[config.mk]
export PLATFORM = sky130hd
export DESIGN_NAME = stepper_shaker_pulse_generator_unit_flat
export DESIGN_NICKNAME = d
export VERILOG_FILES = /design/src/hdl/ssp_pkg.sv /design/src/hdl/ssp_if.sv /design/src/hdl/ssp_divider.sv /design/src/hdl/ssp_datapath.sv /design/src/hdl/ssp_ctrl.sv /design/src/hdl/stepper_shaker_pulse_generator_unit.sv /design/src/flat_wrapper.sv
export SDC_FILE = /design/constraint.sdc
export NUM_CORES = 1
export LEC_CHECK = 0
export ABC_AREA = 1
export BUFFER_PORTS_ARGS = -buffer_cell sky130_fd_sc_hd__buf_2
export CAP_MARGIN = 20
export CORE_AREA = 2 2 226 317
export CTS_CLUSTER_DIAMETER = 50
export CTS_CLUSTER_SIZE = 30
export DETAILED_ROUTE_END_ITERATION = 16
export DIE_AREA = 0 0 228 319
export PLACE_DENSITY_LB_ADDON = 0.15
export REMOVE_ABC_BUFFERS = 1
export SLEW_MARGIN = 15
export SYNTH_ARGS = -nofsm -noshare
export SYNTH_HDL_FRONTEND = slang
export SYNTH_SLANG_ARGS = --single-unit
[constraint.sdc]
create_clock -name clock -period 7.7 [get_ports clock]
set_input_delay 0.385 -clock clock [delete_from_list [all_inputs] [get_ports clock]]
set_output_delay 0.385 -clock clock [all_outputs]
set_load 0.01 [all_outputs]
[src/hdl/ssp_pkg.sv]
// Shared types and constants for the stepper shaker pulse generator.
// Event codes, controller/datapath command and status bundles, ramp constants.
// No dependencies.
package ssp_pkg;

   typedef enum logic [1:0] {
      OP_START   = 2'd0,
      OP_COMPARE = 2'd1,
      OP_TICK    = 2'd2,
      OP_STOP    = 2'd3
   } op_type;

   // rpm thresholds for microstep selection, full step down to 1/32
   localparam int unsigned RPM_FULL         = 1300;
   localparam int unsigned RPM_HALF         = 800;
   localparam int unsigned RPM_QUARTER      = 400;
   localparam int unsigned RPM_EIGHTH       = 200;
   localparam int unsigned RPM_SIXTEENTH    = 100;
   localparam int unsigned RPM_THIRTYSECOND = 50;

   localparam int unsigned MSHIFT_W           = 3;
   localparam int unsigned MSHIFT_MAX         = 5;
   localparam int unsigned SECONDS_PER_MINUTE = 60;
   localparam logic [15:0] PERIOD_MAX         = 16'hFFFF;

   // x / 5 for 16-bit x as (x * FIFTH_RECIP) >> FIFTH_SHIFT
   localparam int unsigned FIFTH_RECIP = 52429;
   localparam int unsigned FIFTH_SHIFT = 18;

   typedef struct packed {
      logic latch;
      logic exec;
      logic prep;
      logic div_start;
      logic sat;
      logic finish;
      logic capture;
   } ssp_cmd_type;

   typedef struct packed {
      logic start_ok;
      logic div_busy;
      logic out_free;
   } ssp_status_type;

endpackage

[src/hdl/ssp_if.sv]
// Valid/ready channel interfaces for the request and response sides.
// Payload fields match the event and result items; no dependencies.
interface ssp_req_if;
   logic        valid;
   logic        ready;
   logic [1:0]  operation;
   logic [15:0] shaft_rpm;
   logic [15:0] run_seconds;
   logic        turn_direction;

   modport source (output valid, output operation, output shaft_rpm, output run_seconds,
                   output turn_direction, input ready);
   modport sink   (input valid, input operation, input shaft_rpm, input run_seconds,
                   input turn_direction, output ready);
endinterface

interface ssp_rsp_if;
   logic        valid;
   logic        ready;
   logic        step_level;
   logic        direction_level;
   logic        driver_enable;
   logic [2:0]  microstep_code;
   logic [15:0] current_period;
   logic [15:0] target_period;
   logic        timer_active;
   logic        run_active;
   logic        start_rejected;

   modport source (output valid, output step_level, output direction_level,
                   output driver_enable, output microstep_code, output current_period,
                   output target_period, output timer_active, output run_active,
                   output start_rejected, input ready);
   modport sink   (input valid, input step_level, input direction_level,
                   input driver_enable, input microstep_code, input current_period,
                   input target_period, input timer_active, input run_active,
                   input start_rejected, output ready);
endinterface

[src/hdl/ssp_divider.sv]
// Restoring divider, one quotient bit per cycle, constant dividend.
// Depends on nothing; used by ssp_datapath for the target period.
module ssp_divider #(
   parameter longint unsigned DIVIDEND = 60000000,
   parameter int unsigned     DSR_W    = 26
) (
   input  logic                              clock,
   input  logic                              reset,
   input  logic                              start,
   input  logic [DSR_W-1:0]                  divisor,
   output logic [$clog2(DIVIDEND + 1)-1:0]   quotient,
   output logic                              busy
);

   localparam int unsigned DVD_W = $clog2(DIVIDEND + 1);
   localparam int unsigned CNT_W = $clog2(DVD_W + 1);

   logic [DSR_W-1:0] rem_ff, rem_in;
   logic [DVD_W-1:0] quo_ff, quo_in;
   logic [CNT_W-1:0] cnt_ff, cnt_in;
   logic [DSR_W:0]   shifted;
   logic             fits;

   always_comb begin
      shifted = {rem_ff, quo_ff[DVD_W-1]};
      fits    = shifted >= {1'b0, divisor};
      rem_in  = rem_ff;
      quo_in  = quo_ff;
      cnt_in  = cnt_ff;
      if (start) begin
         rem_in = '0;
         quo_in = DVD_W'(DIVIDEND);
         cnt_in = CNT_W'(DVD_W);
      end else if (cnt_ff != '0) begin
         rem_in = fits ? DSR_W'(shifted - {1'b0, divisor}) : DSR_W'(shifted);
         quo_in = {quo_ff[DVD_W-2:0], fits};
         cnt_in = cnt_ff - 1'b1;
      end
   end

   always_ff @(posedge clock) begin
      if (reset) begin
         cnt_ff <= '0;
      end else begin
         cnt_ff <= cnt_in;
      end
      rem_ff <= rem_in;
      quo_ff <= quo_in;
   end

   assign quotient = quo_ff;
   assign busy     = cnt_ff != '0;

endmodule

[src/hdl/ssp_datapath.sv]
// Datapath: drive state, period arithmetic, countdown and the response register.
// Uses ssp_pkg, ssp_rsp_if and ssp_divider; steered by ssp_ctrl commands.
module ssp_datapath import ssp_pkg::*; #(
   parameter int unsigned STEPS_PER_ROUND  = 200,
   parameter int unsigned TICKS_PER_SECOND = 1000,
   parameter int unsigned TIMER_HZ         = 1000000
) (
   input  logic           clock,
   input  logic           reset,
   input  ssp_cmd_type    cmd,
   output ssp_status_type status,
   input  logic [1:0]     req_operation,
   input  logic [15:0]    req_shaft_rpm,
   input  logic [15:0]    req_run_seconds,
   input  logic           req_turn_direction,
   ssp_rsp_if.source      rsp_bus
);

   localparam longint unsigned DIVIDEND    = 64'(SECONDS_PER_MINUTE) * 64'(TIMER_HZ);
   localparam longint unsigned DIVISOR_MAX =
      64'(16'hFFFF) * 64'(STEPS_PER_ROUND) * (64'd1 << MSHIFT_MAX);
   localparam longint unsigned TICKS_MAX   = 64'(16'hFFFF) * 64'(TICKS_PER_SECOND);
   localparam int unsigned     DVD_W       = $clog2(DIVIDEND + 1);
   localparam int unsigned     DSR_W       = $clog2(DIVISOR_MAX + 1);
   localparam int unsigned     TICK_W      = $clog2(TICKS_MAX + 1);

   typedef struct packed {
      logic                step_level;
      logic                direction_level;
      logic                driver_enable;
      logic [MSHIFT_W-1:0] microstep_code;
      logic [15:0]         current_period;
      logic [15:0]         target_period;
      logic                timer_active;
      logic                run_active;
      logic                start_rejected;
   } rsp_data_type;

   function automatic logic [MSHIFT_W-1:0] pick_shift(input logic [15:0] rpm,
                                                     input logic [MSHIFT_W-1:0] prev);
      logic [MSHIFT_W-1:0] sel;
      sel = prev;
      if (rpm >= 16'(RPM_FULL))              sel = MSHIFT_W'(0);
      else if (rpm >= 16'(RPM_HALF))         sel = MSHIFT_W'(1);
      else if (rpm >= 16'(RPM_QUARTER))      sel = MSHIFT_W'(2);
      else if (rpm >= 16'(RPM_EIGHTH))       sel = MSHIFT_W'(3);
      else if (rpm >= 16'(RPM_SIXTEENTH))    sel = MSHIFT_W'(4);
      else if (rpm >= 16'(RPM_THIRTYSECOND)) sel = MSHIFT_W'(5);
      return sel;
   endfunction

   // latched request
   op_type      op_ff, op_in;
   logic [15:0] rpm_ff, rpm_in;
   logic [15:0] secs_ff, secs_in;
   logic        dir_ff, dir_in;

   // drive state
   logic                step_ff, step_in;
   logic                dir_pin_ff, dir_pin_in;
   logic                enable_ff, enable_in;
   logic [MSHIFT_W-1:0] mshift_ff, mshift_in;
   logic                pending_ff, pending_in;
   logic [15:0]         reload_ff, reload_in;
   logic [15:0]         goal_ff, goal_in;
   logic [TICK_W-1:0]   ticks_ff, ticks_in;
   logic                countdown_ff, countdown_in;
   logic                timer_ff, timer_in;
   logic                reject_ff, reject_in;

   // period arithmetic
   logic [DSR_W-1:0]    divisor_ff, divisor_in;
   logic [31:0]         fifth_ff, fifth_in;
   logic [DVD_W-1:0]    quotient;
   logic                div_busy;
   logic [63:0]         quo_wide;
   logic [15:0]         quo_sat;
   logic [16:0]         start_sum;
   logic [MSHIFT_W-1:0] shift_new;

   rsp_data_type        rsp_ff, rsp_in;
   logic                rsp_valid_ff, rsp_valid_in;

   ssp_divider #(
      .DIVIDEND (DIVIDEND),
      .DSR_W    (DSR_W)
   ) u_divider (
      .clock    (clock),
      .reset    (reset),
      .start    (cmd.div_start),
      .divisor  (divisor_ff),
      .quotient (quotient),
      .busy     (div_busy)
   );

   always_comb begin
      quo_wide  = 64'(quotient);
      quo_sat   = (quo_wide > 64'(PERIOD_MAX)) ? PERIOD_MAX : quo_wide[15:0];
      start_sum = {1'b0, goal_ff} + 17'(fifth_ff >> FIFTH_SHIFT);
      shift_new = pick_shift(rpm_ff, mshift_ff);

      op_in        = op_ff;
      rpm_in       = rpm_ff;
      secs_in      = secs_ff;
      dir_in       = dir_ff;
      step_in      = step_ff;
      dir_pin_in   = dir_pin_ff;
      enable_in    = enable_ff;
      mshift_in    = mshift_ff;
      pending_in   = pending_ff;
      reload_in    = reload_ff;
      goal_in      = goal_ff;
      ticks_in     = ticks_ff;
      countdown_in = countdown_ff;
      timer_in     = timer_ff;
      reject_in    = reject_ff;
      divisor_in   = divisor_ff;
      fifth_in     = fifth_ff;
      rsp_in       = rsp_ff;
      rsp_valid_in = rsp_valid_ff && !rsp_bus.ready;

      if (cmd.latch) begin
         op_in   = op_type'(req_operation);
         rpm_in  = req_shaft_rpm;
         secs_in = req_run_seconds;
         dir_in  = req_turn_direction;
      end

      if (cmd.exec) begin
         reject_in = 1'b0;
         case (op_ff)
            OP_START: begin
               reject_in = 1'b1;
            end
            OP_COMPARE: begin
               if (timer_ff) begin
                  if (!pending_ff) begin
                     enable_in = 1'b0;
                     timer_in  = 1'b0;
                  end else begin
                     step_in = !step_ff;
                     if (reload_ff > goal_ff) reload_in = reload_ff - 16'd1;
                  end
               end
            end
            OP_TICK: begin
               if (countdown_ff) begin
                  if (ticks_ff <= TICK_W'(1)) begin
                     pending_in   = 1'b0;
                     enable_in    = 1'b0;
                     countdown_in = 1'b0;
                     ticks_in     = '0;
                  end else begin
                     ticks_in = ticks_ff - 1'b1;
                  end
               end
            end
            default: begin
               pending_in   = 1'b0;
               enable_in    = 1'b0;
               countdown_in = 1'b0;
               ticks_in     = '0;
            end
         endcase
      end

      if (cmd.prep) begin
         reject_in  = 1'b0;
         enable_in  = 1'b1;
         dir_pin_in = dir_ff;
         mshift_in  = shift_new;
         divisor_in = DSR_W'(DSR_W'(rpm_ff) * DSR_W'(STEPS_PER_ROUND)) << shift_new;
         ticks_in   = TICK_W'(secs_ff) * TICK_W'(TICKS_PER_SECOND);
      end

      if (cmd.sat) begin
         goal_in  = quo_sat;
         fifth_in = 32'(quo_sat) * 32'(FIFTH_RECIP);
      end

      // arm the timer; a zero run time ends the run right away
      if (cmd.finish) begin
         reload_in = start_sum[16] ? PERIOD_MAX : start_sum[15:0];
         timer_in  = 1'b1;
         if (ticks_ff == '0) begin
            pending_in   = 1'b0;
            enable_in    = 1'b0;
            countdown_in = 1'b0;
         end else begin
            pending_in   = 1'b1;
            countdown_in = 1'b1;
         end
      end

      if (cmd.capture) begin
         rsp_in.step_level      = step_ff;
         rsp_in.direction_level = dir_pin_ff;
         rsp_in.driver_enable   = enable_ff;
         rsp_in.microstep_code  = mshift_ff;
         rsp_in.current_period  = reload_ff;
         rsp_in.target_period   = goal_ff;
         rsp_in.timer_active    = timer_ff;
         rsp_in.run_active      = countdown_ff;
         rsp_in.start_rejected  = reject_ff;
         rsp_valid_in           = 1'b1;
      end
   end

   always_ff @(posedge clock) begin
      if (reset) begin
         step_ff      <= 1'b0;
         dir_pin_ff   <= 1'b0;
         enable_ff    <= 1'b0;
         mshift_ff    <= '0;
         pending_ff   <= 1'b0;
         reload_ff    <= '0;
         goal_ff      <= '0;
         ticks_ff     <= '0;
         countdown_ff <= 1'b0;
         timer_ff     <= 1'b0;
         reject_ff    <= 1'b0;
         rsp_valid_ff <= 1'b0;
      end else begin
         step_ff      <= step_in;
         dir_pin_ff   <= dir_pin_in;
         enable_ff    <= enable_in;
         mshift_ff    <= mshift_in;
         pending_ff   <= pending_in;
         reload_ff    <= reload_in;
         goal_ff      <= goal_in;
         ticks_ff     <= ticks_in;
         countdown_ff <= countdown_in;
         timer_ff     <= timer_in;
         reject_ff    <= reject_in;
         rsp_valid_ff <= rsp_valid_in;
      end
      op_ff      <= op_in;
      rpm_ff     <= rpm_in;
      secs_ff    <= secs_in;
      dir_ff     <= dir_in;
      divisor_ff <= divisor_in;
      fifth_ff   <= fifth_in;
      rsp_ff     <= rsp_in;
   end

   assign status.start_ok = (op_ff == OP_START) && !countdown_ff && (rpm_ff != 16'd0);
   assign status.div_busy = div_busy;
   assign status.out_free = !rsp_valid_ff || rsp_bus.ready;

   assign rsp_bus.valid           = rsp_valid_ff;
   assign rsp_bus.step_level      = rsp_ff.step_level;
   assign rsp_bus.direction_level = rsp_ff.direction_level;
   assign rsp_bus.driver_enable   = rsp_ff.driver_enable;
   assign rsp_bus.microstep_code  = rsp_ff.microstep_code;
   assign rsp_bus.current_period  = rsp_ff.current_period;
   assign rsp_bus.target_period   = rsp_ff.target_period;
   assign rsp_bus.timer_active    = rsp_ff.timer_active;
   assign rsp_bus.run_active      = rsp_ff.run_active;
   assign rsp_bus.start_rejected  = rsp_ff.start_rejected;

   a_run_armed: assert property (@(posedge clock) disable iff (reset)
      countdown_ff |-> (pending_ff && enable_ff && timer_ff && ticks_ff != '0))
      else $error("run active without armed drive state");

   a_shift_range: assert property (@(posedge clock) disable iff (reset)
      mshift_ff <= MSHIFT_W'(MSHIFT_MAX))
      else $error("microstep shift out of range");

   // goal and reload part ways while a start loads them: goal at sat, reload at finish
   a_ramp_floor: assert property (@(posedge clock) disable iff (reset)
      cmd.capture |-> reload_ff >= goal_ff)
      else $error("step period below ramp target");

   a_divisor_hold: assert property (@(posedge clock) disable iff (reset)
      div_busy |=> $stable(divisor_ff))
      else $error("divisor changed during division");

   a_no_overwrite: assert property (@(posedge clock) disable iff (reset)
      cmd.capture |-> (!rsp_valid_ff || rsp_bus.ready))
      else $error("response register overwritten before it was taken");

endmodule

[src/hdl/ssp_ctrl.sv]
// Controller state machine: sequences one request through the datapath.
// Uses ssp_pkg command and status bundles.
module ssp_ctrl import ssp_pkg::*; (
   input  logic           clock,
   input  logic           reset,
   input  logic           req_valid,
   output logic           req_ready,
   input  ssp_status_type status,
   output ssp_cmd_type    cmd
);

   typedef enum logic [2:0] {
      ST_IDLE,
      ST_EXEC,
      ST_DIV_GO,
      ST_DIV_WAIT,
      ST_SAT,
      ST_FINISH,
      ST_OUT
   } state_type;

   state_type state_ff, state_in;

   always_comb begin
      state_in  = state_ff;
      cmd       = '0;
      req_ready = 1'b0;
      unique case (state_ff)
         ST_IDLE: begin
            req_ready = 1'b1;
            if (req_valid) begin
               cmd.latch = 1'b1;
               state_in  = ST_EXEC;
            end
         end
         ST_EXEC: begin
            if (status.start_ok) begin
               cmd.prep = 1'b1;
               state_in = ST_DIV_GO;
            end else begin
               cmd.exec = 1'b1;
               state_in = ST_OUT;
            end
         end
         ST_DIV_GO: begin
            cmd.div_start = 1'b1;
            state_in      = ST_DIV_WAIT;
         end
         ST_DIV_WAIT: begin
            if (!status.div_busy) state_in = ST_SAT;
         end
         ST_SAT: begin
            cmd.sat  = 1'b1;
            state_in = ST_FINISH;
         end
         ST_FINISH: begin
            cmd.finish = 1'b1;
            state_in   = ST_OUT;
         end
         ST_OUT: begin
            // hold until the response register frees up
            if (status.out_free) begin
               cmd.capture = 1'b1;
               state_in    = ST_IDLE;
            end
         end
         default: begin
            state_in = ST_IDLE;
         end
      endcase
   end

   always_ff @(posedge clock) begin
      if (reset) begin
         state_ff <= ST_IDLE;
      end else begin
         state_ff <= state_in;
      end
   end

endmodule

[src/hdl/stepper_shaker_pulse_generator_unit.sv]
// Top level of the stepper shaker pulse generator: controller plus datapath.
// Uses ssp_pkg, ssp_if, ssp_ctrl and ssp_datapath.
//
//   channel  | dir | modport | carries
//   ---------+-----+---------+---------------------------------------------
//   req_bus  | in  | sink    | operation, shaft_rpm, run_seconds, turn_direction
//   rsp_bus  | out | source  | pin levels, microstep code, periods, status
//
// Compare, tick, stop and refused start pass through EXEC and OUT once the request
// is taken. Accepted start: EXEC, DIV_GO, DIV_WAIT, SAT, FINISH and OUT, waiting in
// DIV_WAIT on the one-bit-per-cycle restoring divider for the target period.
// One request is in flight at a time; the next is taken in the cycle after the
// response is loaded, even while that response still waits in the output register.
// Synchronous active-high reset clears all drive state to idle.
module stepper_shaker_pulse_generator_unit import ssp_pkg::*; #(
   parameter int unsigned STEPS_PER_ROUND  = 200,
   parameter int unsigned TICKS_PER_SECOND = 1000,
   parameter int unsigned TIMER_HZ         = 1000000
) (
   input  logic      clock,
   input  logic      reset,
   ssp_req_if.sink   req_bus,
   ssp_rsp_if.source rsp_bus
);

   ssp_cmd_type    cmd;
   ssp_status_type status;
   logic           ready;

   ssp_ctrl u_ctrl (
      .clock     (clock),
      .reset     (reset),
      .req_valid (req_bus.valid),
      .req_ready (ready),
      .status    (status),
      .cmd       (cmd)
   );

   ssp_datapath #(
      .STEPS_PER_ROUND  (STEPS_PER_ROUND),
      .TICKS_PER_SECOND (TICKS_PER_SECOND),
      .TIMER_HZ         (TIMER_HZ)
   ) u_datapath (
      .clock              (clock),
      .reset              (reset),
      .cmd                (cmd),
      .status             (status),
      .req_operation      (req_bus.operation),
      .req_shaft_rpm      (req_bus.shaft_rpm),
      .req_run_seconds    (req_bus.run_seconds),
      .req_turn_direction (req_bus.turn_direction),
      .rsp_bus            (rsp_bus)
   );

   assign req_bus.ready = ready;

endmodule

[src/flat_wrapper.sv]
// flat-port wrapper written by rule: the top's interface ports become plain ports
module stepper_shaker_pulse_generator_unit_flat import ssp_pkg::*;
#(
   parameter int unsigned STEPS_PER_ROUND  = 200,
   parameter int unsigned TICKS_PER_SECOND = 1000,
   parameter int unsigned TIMER_HZ         = 1000000
)
  (clock, reset, req_bus_valid, req_bus_operation, req_bus_shaft_rpm, req_bus_run_seconds, req_bus_turn_direction, req_bus_ready, rsp_bus_valid, rsp_bus_step_level, rsp_bus_direction_level, rsp_bus_driver_enable, rsp_bus_microstep_code, rsp_bus_current_period, rsp_bus_target_period, rsp_bus_timer_active, rsp_bus_run_active, rsp_bus_start_rejected, rsp_bus_ready);
  ssp_req_if req_bus_i ();
  ssp_rsp_if rsp_bus_i ();
  input  logic clock;
  input  logic reset;
  input wire logic [$bits(req_bus_i.valid)-1:0] req_bus_valid;
  input wire logic [$bits(req_bus_i.operation)-1:0] req_bus_operation;
  input wire logic [$bits(req_bus_i.shaft_rpm)-1:0] req_bus_shaft_rpm;
  input wire logic [$bits(req_bus_i.run_seconds)-1:0] req_bus_run_seconds;
  input wire logic [$bits(req_bus_i.turn_direction)-1:0] req_bus_turn_direction;
  output wire logic [$bits(req_bus_i.ready)-1:0] req_bus_ready;
  output wire logic [$bits(rsp_bus_i.valid)-1:0] rsp_bus_valid;
  output wire logic [$bits(rsp_bus_i.step_level)-1:0] rsp_bus_step_level;
  output wire logic [$bits(rsp_bus_i.direction_level)-1:0] rsp_bus_direction_level;
  output wire logic [$bits(rsp_bus_i.driver_enable)-1:0] rsp_bus_driver_enable;
  output wire logic [$bits(rsp_bus_i.microstep_code)-1:0] rsp_bus_microstep_code;
  output wire logic [$bits(rsp_bus_i.current_period)-1:0] rsp_bus_current_period;
  output wire logic [$bits(rsp_bus_i.target_period)-1:0] rsp_bus_target_period;
  output wire logic [$bits(rsp_bus_i.timer_active)-1:0] rsp_bus_timer_active;
  output wire logic [$bits(rsp_bus_i.run_active)-1:0] rsp_bus_run_active;
  output wire logic [$bits(rsp_bus_i.start_rejected)-1:0] rsp_bus_start_rejected;
  input wire logic [$bits(rsp_bus_i.ready)-1:0] rsp_bus_ready;
  assign req_bus_i.valid = req_bus_valid;
  assign req_bus_i.operation = req_bus_operation;
  assign req_bus_i.shaft_rpm = req_bus_shaft_rpm;
  assign req_bus_i.run_seconds = req_bus_run_seconds;
  assign req_bus_i.turn_direction = req_bus_turn_direction;
  assign req_bus_ready = req_bus_i.ready;
  assign rsp_bus_valid = rsp_bus_i.valid;
  assign rsp_bus_step_level = rsp_bus_i.step_level;
  assign rsp_bus_direction_level = rsp_bus_i.direction_level;
  assign rsp_bus_driver_enable = rsp_bus_i.driver_enable;
  assign rsp_bus_microstep_code = rsp_bus_i.microstep_code;
  assign rsp_bus_current_period = rsp_bus_i.current_period;
  assign rsp_bus_target_period = rsp_bus_i.target_period;
  assign rsp_bus_timer_active = rsp_bus_i.timer_active;
  assign rsp_bus_run_active = rsp_bus_i.run_active;
  assign rsp_bus_start_rejected = rsp_bus_i.start_rejected;
  assign rsp_bus_i.ready = rsp_bus_ready;
  stepper_shaker_pulse_generator_unit #(.STEPS_PER_ROUND(STEPS_PER_ROUND), .TICKS_PER_SECOND(TICKS_PER_SECOND), .TIMER_HZ(TIMER_HZ)) u_core (.clock(clock), .reset(reset), .req_bus(req_bus_i), .rsp_bus(rsp_bus_i));
endmodule
* After elaboration in Yosys (flattened, before gate mapping)
Index checks and enable logic that the tools add are counted.
** Word-level totals
- Logic and storage cells :: 166
- Input port bits :: 39
- Bits in registers :: 269
** Cells by class
- Equality and inequality tests :: 17
- $lt $le $gt $ge :: 10
- Muxes and demuxes :: 65
- Multiply operators :: 3
- Reduce and logical (&&, ||, !) cells :: 31
- Bitwise operators :: 1
- Shift operators :: 1
- Add/subtract/negate cells :: 5
** Operators by type and width (count)
- $mux 16 :: 8
- $mux 26 :: 4
- $pmux 26 s2 :: 1
- $mux 1 :: 34
- $mul 16x16->32 const B :: 1
- $ge 30x29->1 :: 1
- $mux 3 :: 10
- $mux 29 :: 1
- $shl 24x3->29 :: 1
- $sub 29x29->29 :: 1
- $gt 26x16->1 const B :: 1
- $le 26x1->1 const B :: 1
- $logic_not 26->1 :: 1
- $sub 26x1->26 const B :: 1
- $mul 16x7->23 const B :: 1
- $mul 16x5->21 const B :: 1
- $pmux 3 s7 :: 1
- $add 16x14->17 :: 1
- $ge 16x10->1 const B :: 1
- $ge 16x11->1 const B :: 1
- $ge 16x6->1 const B :: 1
- $ge 16x7->1 const B :: 1
- $ge 16x8->1 const B :: 1
- $ge 16x9->1 const B :: 1
- 29 further kinds :: 57

* Longest topological paths before layout
- Word-level depth :: 9
- Gate-level depth with buffers :: 30
- Gate-level depth less buffers :: 29

* By module
A second synthesis with hierarchy kept.
** Unflattened totals
- Cells, all modules :: 3437
- Area total of the unflattened synthesis :: 25336.8 sq um
** By module, submodules not included
- ssp_datapath :: instances 1, cells an instance 2533, sequential area each 4864.7 sq um, area an instance 20039.2 sq um
- ssp_divider :: instances 1, cells an instance 858, sequential area each 1201.2 sq um, area an instance 5028.6 sq um
- ssp_ctrl :: instances 1, cells an instance 46, sequential area each 60.1 sq um, area an instance 269.0 sq um

* Worst setup path before layout
No wires, ideal clock.
- Kind :: flip-flop to flip-flop
- Start :: register u_core.u_datapath.u_divider.quo_ff[17], in the netlist u_core.u_datapath.u_divider.quotient[17]
- End :: register u_core.u_datapath.fifth_ff[29] (data pin)
- Cell stages (with the launch flop) :: 27
- Arrival :: 5.478 ns
- Path buffers :: 1
- Setup time :: 0.260 ns
- Path slack :: 1.963 ns
- Path through :: dfxtp_1 -> or2_0 -> nor2_1 -> inv_1 -> clkbuf_1 -> or2_2 -> ha_1 -> inv_1 -> fa_1 -> inv_1 -> fa_1 -> fa_1 -> fa_1 -> inv_1 -> fa_1 -> inv_1 -> ha_1 -> nand2_1 -> nor2_1 -> inv_1 -> nor3_1 -> and3_1 -> nand4_1 -> nand2_1 -> nand2_1 -> nand2_1 -> xor2_1
** On the way
- Word-level cells in the longest chain between the ends :: 3
** Ends and longest elaborated chain
- start: declaration :: line ssp_divider.sv:19 : logic [DVD_W-1:0] quo_ff, quo_in;
- start signal: assignment :: line ssp_divider.sv:48 : quo_ff <= quo_in;
- $gt 26x16->1 :: line ssp_datapath.sv:98 : quo_sat = (quo_wide > 64'(PERIOD_MAX)) ? PERIOD_MAX : quo_wide[15:0];
- $mux 16 :: line ssp_datapath.sv:98
- named net u_core.u_datapath.quo_sat[7] :: line ssp_datapath.sv:77 : logic [15:0] quo_sat;
- $mul 16x16->32 :: line ssp_datapath.sv:178 : fifth_in = 32'(quo_sat) * 32'(FIFTH_RECIP);
- end signal: assignment :: line ssp_datapath.sv:242 : fifth_ff <= fifth_in;
- end: declaration :: line ssp_datapath.sv:73 : logic [31:0] fifth_ff, fifth_in;
The timed path passes the listed nets, and every way through them passes these cells.
A chain may end at the register's enable or synchronous reset.

* Worst setup path in the final report
- Start :: register u_core.u_datapath.u_divider.quo_ff[24], in the netlist u_core.u_datapath.u_divider.quotient[24]
- End :: register u_core.u_datapath.fifth_ff[29] (data pin)
Same word-level chain as after synthesis.

==> impl_metrics.ini <==
[cells_and_area]
syn_to_final_growth_pct = 11.96
diodes = 0
drive_above_1_share_pct = 6.786
nNetsFinal = 3766
stdcell_area_sq_um = 27130
fin_util_pct = 38.80

[logic_synthesis]
ys_ff_latch = 248
yosys.area.top_type_share_pct = 16.68
syn_area_per_cell_sq_um = 7.691
ys_seq_area_share_pct = 25.28
ys_warn_count = 0
synth_area_sq_um = 24240
syn_inst = 3151
synth.distinct_cells = 55
dominantRegCellSynth = dfxtp_1
ys_async_sr_fraction_pct = 0
synth-edff-count = 116
synthTopCellsByCount = nand2_1 (645), inv_1 (550), ha_1 (323)
yosysTopAreaCell = ha_1
synth_area_leaders = ha_1 (17%), edfxtp_1 (14%), fa_1 (12%)
synth.most_common_cell = nand2_1

[drt]
drt_iter0_markers = 900
route.detailed.drc = 0
final_antenna_net_count = 0
detail_route.wirelength_mm = 71.59
vias = 20560
first_pass_iters = 5
wl_per_cell_um = 16.96
viasPerCell = 4.870

[sta]
fmax_ghz = 0.1537
skew_ns = 0.03495
worst_pin_slew_ns = 1.038
rsz0062_at_grt = no
finalSetupTns_ns = 0
slew_headroom_pct = 30.70
period_minus_slack_ns = 6.506
hold_viol = 0
final-setup-viol-count = 0
layout_worst_path_cycle_share_pct = 84.50
hold_slack_ns = 0.2200
slew_violations = 0

[global_routing]
grt_start_max_net_pins = 52
grt-ovfl-total = 0
grt_pass1_wl_mm = 113.7
grt_pass1_vias = 20930
track_usage_pct = 19.78
antenna_found_initial = 0

[worst_hold_path]
min_path_cells = 4
hp-class = primary input to register
hp-start = rsp_bus_ready
hold_end = u_core.u_datapath.rsp_bus.valid

[clock_tree]
clock_sinks = 248
ctsResizeCount = 0
cts_tree = built
clk_path_buf_depth = 3
clk_pin_slew_ns = 0.08
cts-buffers-inserted = 34
cts-root-buf = clkbuf_16
hold_buffers = 35
cts.htree.levels = 2
postCtsSetupRepairBufs = 0
clk_latency_ns = 0.58

[critical_path]
slowest_stage = fa_1
reg2reg_to = u_core.u_datapath.fifth_ff[29]
ff2ff_path_depth = 28
arrival_ns = 6.83
path_buf_inv = 7
crit_type = register to register
r2r-start = u_core.u_datapath.u_divider.quotient[24]
startpoint = u_core.u_datapath.u_divider.quotient[24]
worst-r2r-setup-slack_ns = 1.19
slowest_delay_ns = 0.54
path_max_fanout = 13
crit_top_cell = inv_1
cp-start-kind = register
path_delay_family = adder cells
cp-end-kind = register
worstPathRequired_ns = 8.03

[job]
cap_viol_max_count = 0

[place]
port_buffers = 81
place_hpwl_mm = 58.82
dpl_cell_area_sq_um = 25610
gp_congestion = 0.9446

[floorplanning]
start_util_pct = 34.66
die_y_um = 319
dieArea_sq_um = 72730
num_io_pins = 82
die_w_um = 228
core_sq_um = 69930
core.rowCount = 115

[power_and_ir_drop]
combPwrFrac_pct = 71.2
swShare_pct = 54.09
ir_worst_vdd_mv = 0.4350
power_uw = 13220
leakage_uw = 0.01351
switching_power_uw = 7153
power.density_nw_per_um2 = 487.3
pwr-share-seq_pct = 16.5
p_int_uw = 6071
power_frac_clock_pct = 12.3

[status]
status = completed
## placed cells by master (no fill, tap or decap), types with 6 or more instances in the layout
cell,n
nand2_1,645
inv_1,550
ha_1,323
nor2_1,256
nand3_1,222
a21oi_1,196
o21ai_0,155
fa_1,144
dfxtp_1,132
edfxtp_1,116
buf_2,81
xor2_1,58
nand4_1,56
dlygate4sd3_1,35
clkbuf_16,34
nor3_1,29
xnor2_1,29
a21o_1,20
a31oi_1,20
or2_2,14
buf_4,14
o21bai_1,13
o21ai_1,11
nand2_2,10
inv_2,8
a21oi_2,8
clkinv_8,8
inv_6,8
o22ai_1,7
and2_1,6
nand3_2,6
o211ai_1,6
nand3b_1,6
## stage by stage
step,setup WS (ns),cells
final,1.194,4222
after global routing,0.7359,4222
after CTS,1.166,4222
after detailed placement,1.164,4125
after global placement,1.359,4125
after floorplan,2.005,3094
## cells by family (layout without fill, tap and decap cells)
| group | count (synthesis) | in the layout | synth area share, % |
|---|---|---|---|
| buffers and inverters | 618 | 753 | 9.990 |
| DFF | 248 | 248 | 25.28 |
| AOI/OAI and AO/OA | 453 | 453 | 10.25 |
| adders and majority gates | 467 | 467 | 28.57 |
| xor gates and xnor gates | 87 | 87 | 3.144 |
| and+or+nand+nor | 1278 | 1278 | 22.77 |
## metal layers
metal	GRT usage (%)	share of wire, %
met3	2.352	3.2
met5	0	0
met4	8.860	4.8
met1	21.63	39
met2	37.85	53
## flip-flops by register name (all words and copies together), names as in the netlist, 2 cells and up
signal / flops
u_core.u_ctrl.state_ff: 3
u_core.u_datapath.secs_ff: 16
u_core.u_datapath.rsp_bus.target_period: 16
u_core.u_datapath.rsp_bus.microstep_code: 3
u_core.u_datapath.divisor_ff: 26
u_core.u_datapath.u_divider.quotient: 26
u_core.u_datapath.fifth_ff: 14
u_core.u_datapath.op_ff: 2
u_core.u_datapath.ticks_ff: 26
u_core.u_datapath.u_divider.cnt_ff: 5
u_core.u_datapath.goal_ff: 16
u_core.u_datapath.rsp_bus.current_period: 16
u_core.u_datapath.rpm_ff: 16
u_core.u_datapath.reload_ff: 16
u_core.u_datapath.u_divider.rem_ff: 29
u_core.u_datapath.mshift_ff: 3
## worst max-delay path by stage
| stage | to | slack, ns | cells past startpoint |
|---|---|---|---|
| global route | u_core.u_datapath.fifth_ff[29] | 0.74 | 28 |
| finish | u_core.u_datapath.fifth_ff[29] | 1.19 | 28 |
| floorplan | u_core.u_datapath.fifth_ff[29] | 2.01 | 27 |
| detailed placement | u_core.u_datapath.fifth_ff[29] | 1.16 | 28 |
| CTS | u_core.u_datapath.fifth_ff[29] | 1.17 | 28 |
| global placement | u_core.u_datapath.fifth_ff[29] | 1.36 | 28 |
## worst min-delay path, cell delays in order
cell and delay (ns):
buf_2 0.14, nor2_1 0.09, nor2_1 0.10, nor2_1 0.04
## power groups by stage
stage / logic (uW) / registers (uW) / clock network [uW]
after floorplan: 7090 / 2090 / 0
after CTS: 9510 / 2190 / 1690
after global routing: 10900 / 2230 / 1730
after global placement: 9450 / 2220 / 0
after detailed placement: 9440 / 2210 / 0
final: 9420 / 2180 / 1630
## final cells by class
class,instances,area [sq um]
clock buffers,35,864.6
clock inverters,27,305.3
fillers,7418,42790
inverters,561,2108
multi-input cells,2285,15700
flip-flops and latches,248,6126
well taps,936,1171
repair buffers,130,860.8
Power figures use the tool's default switching activity.
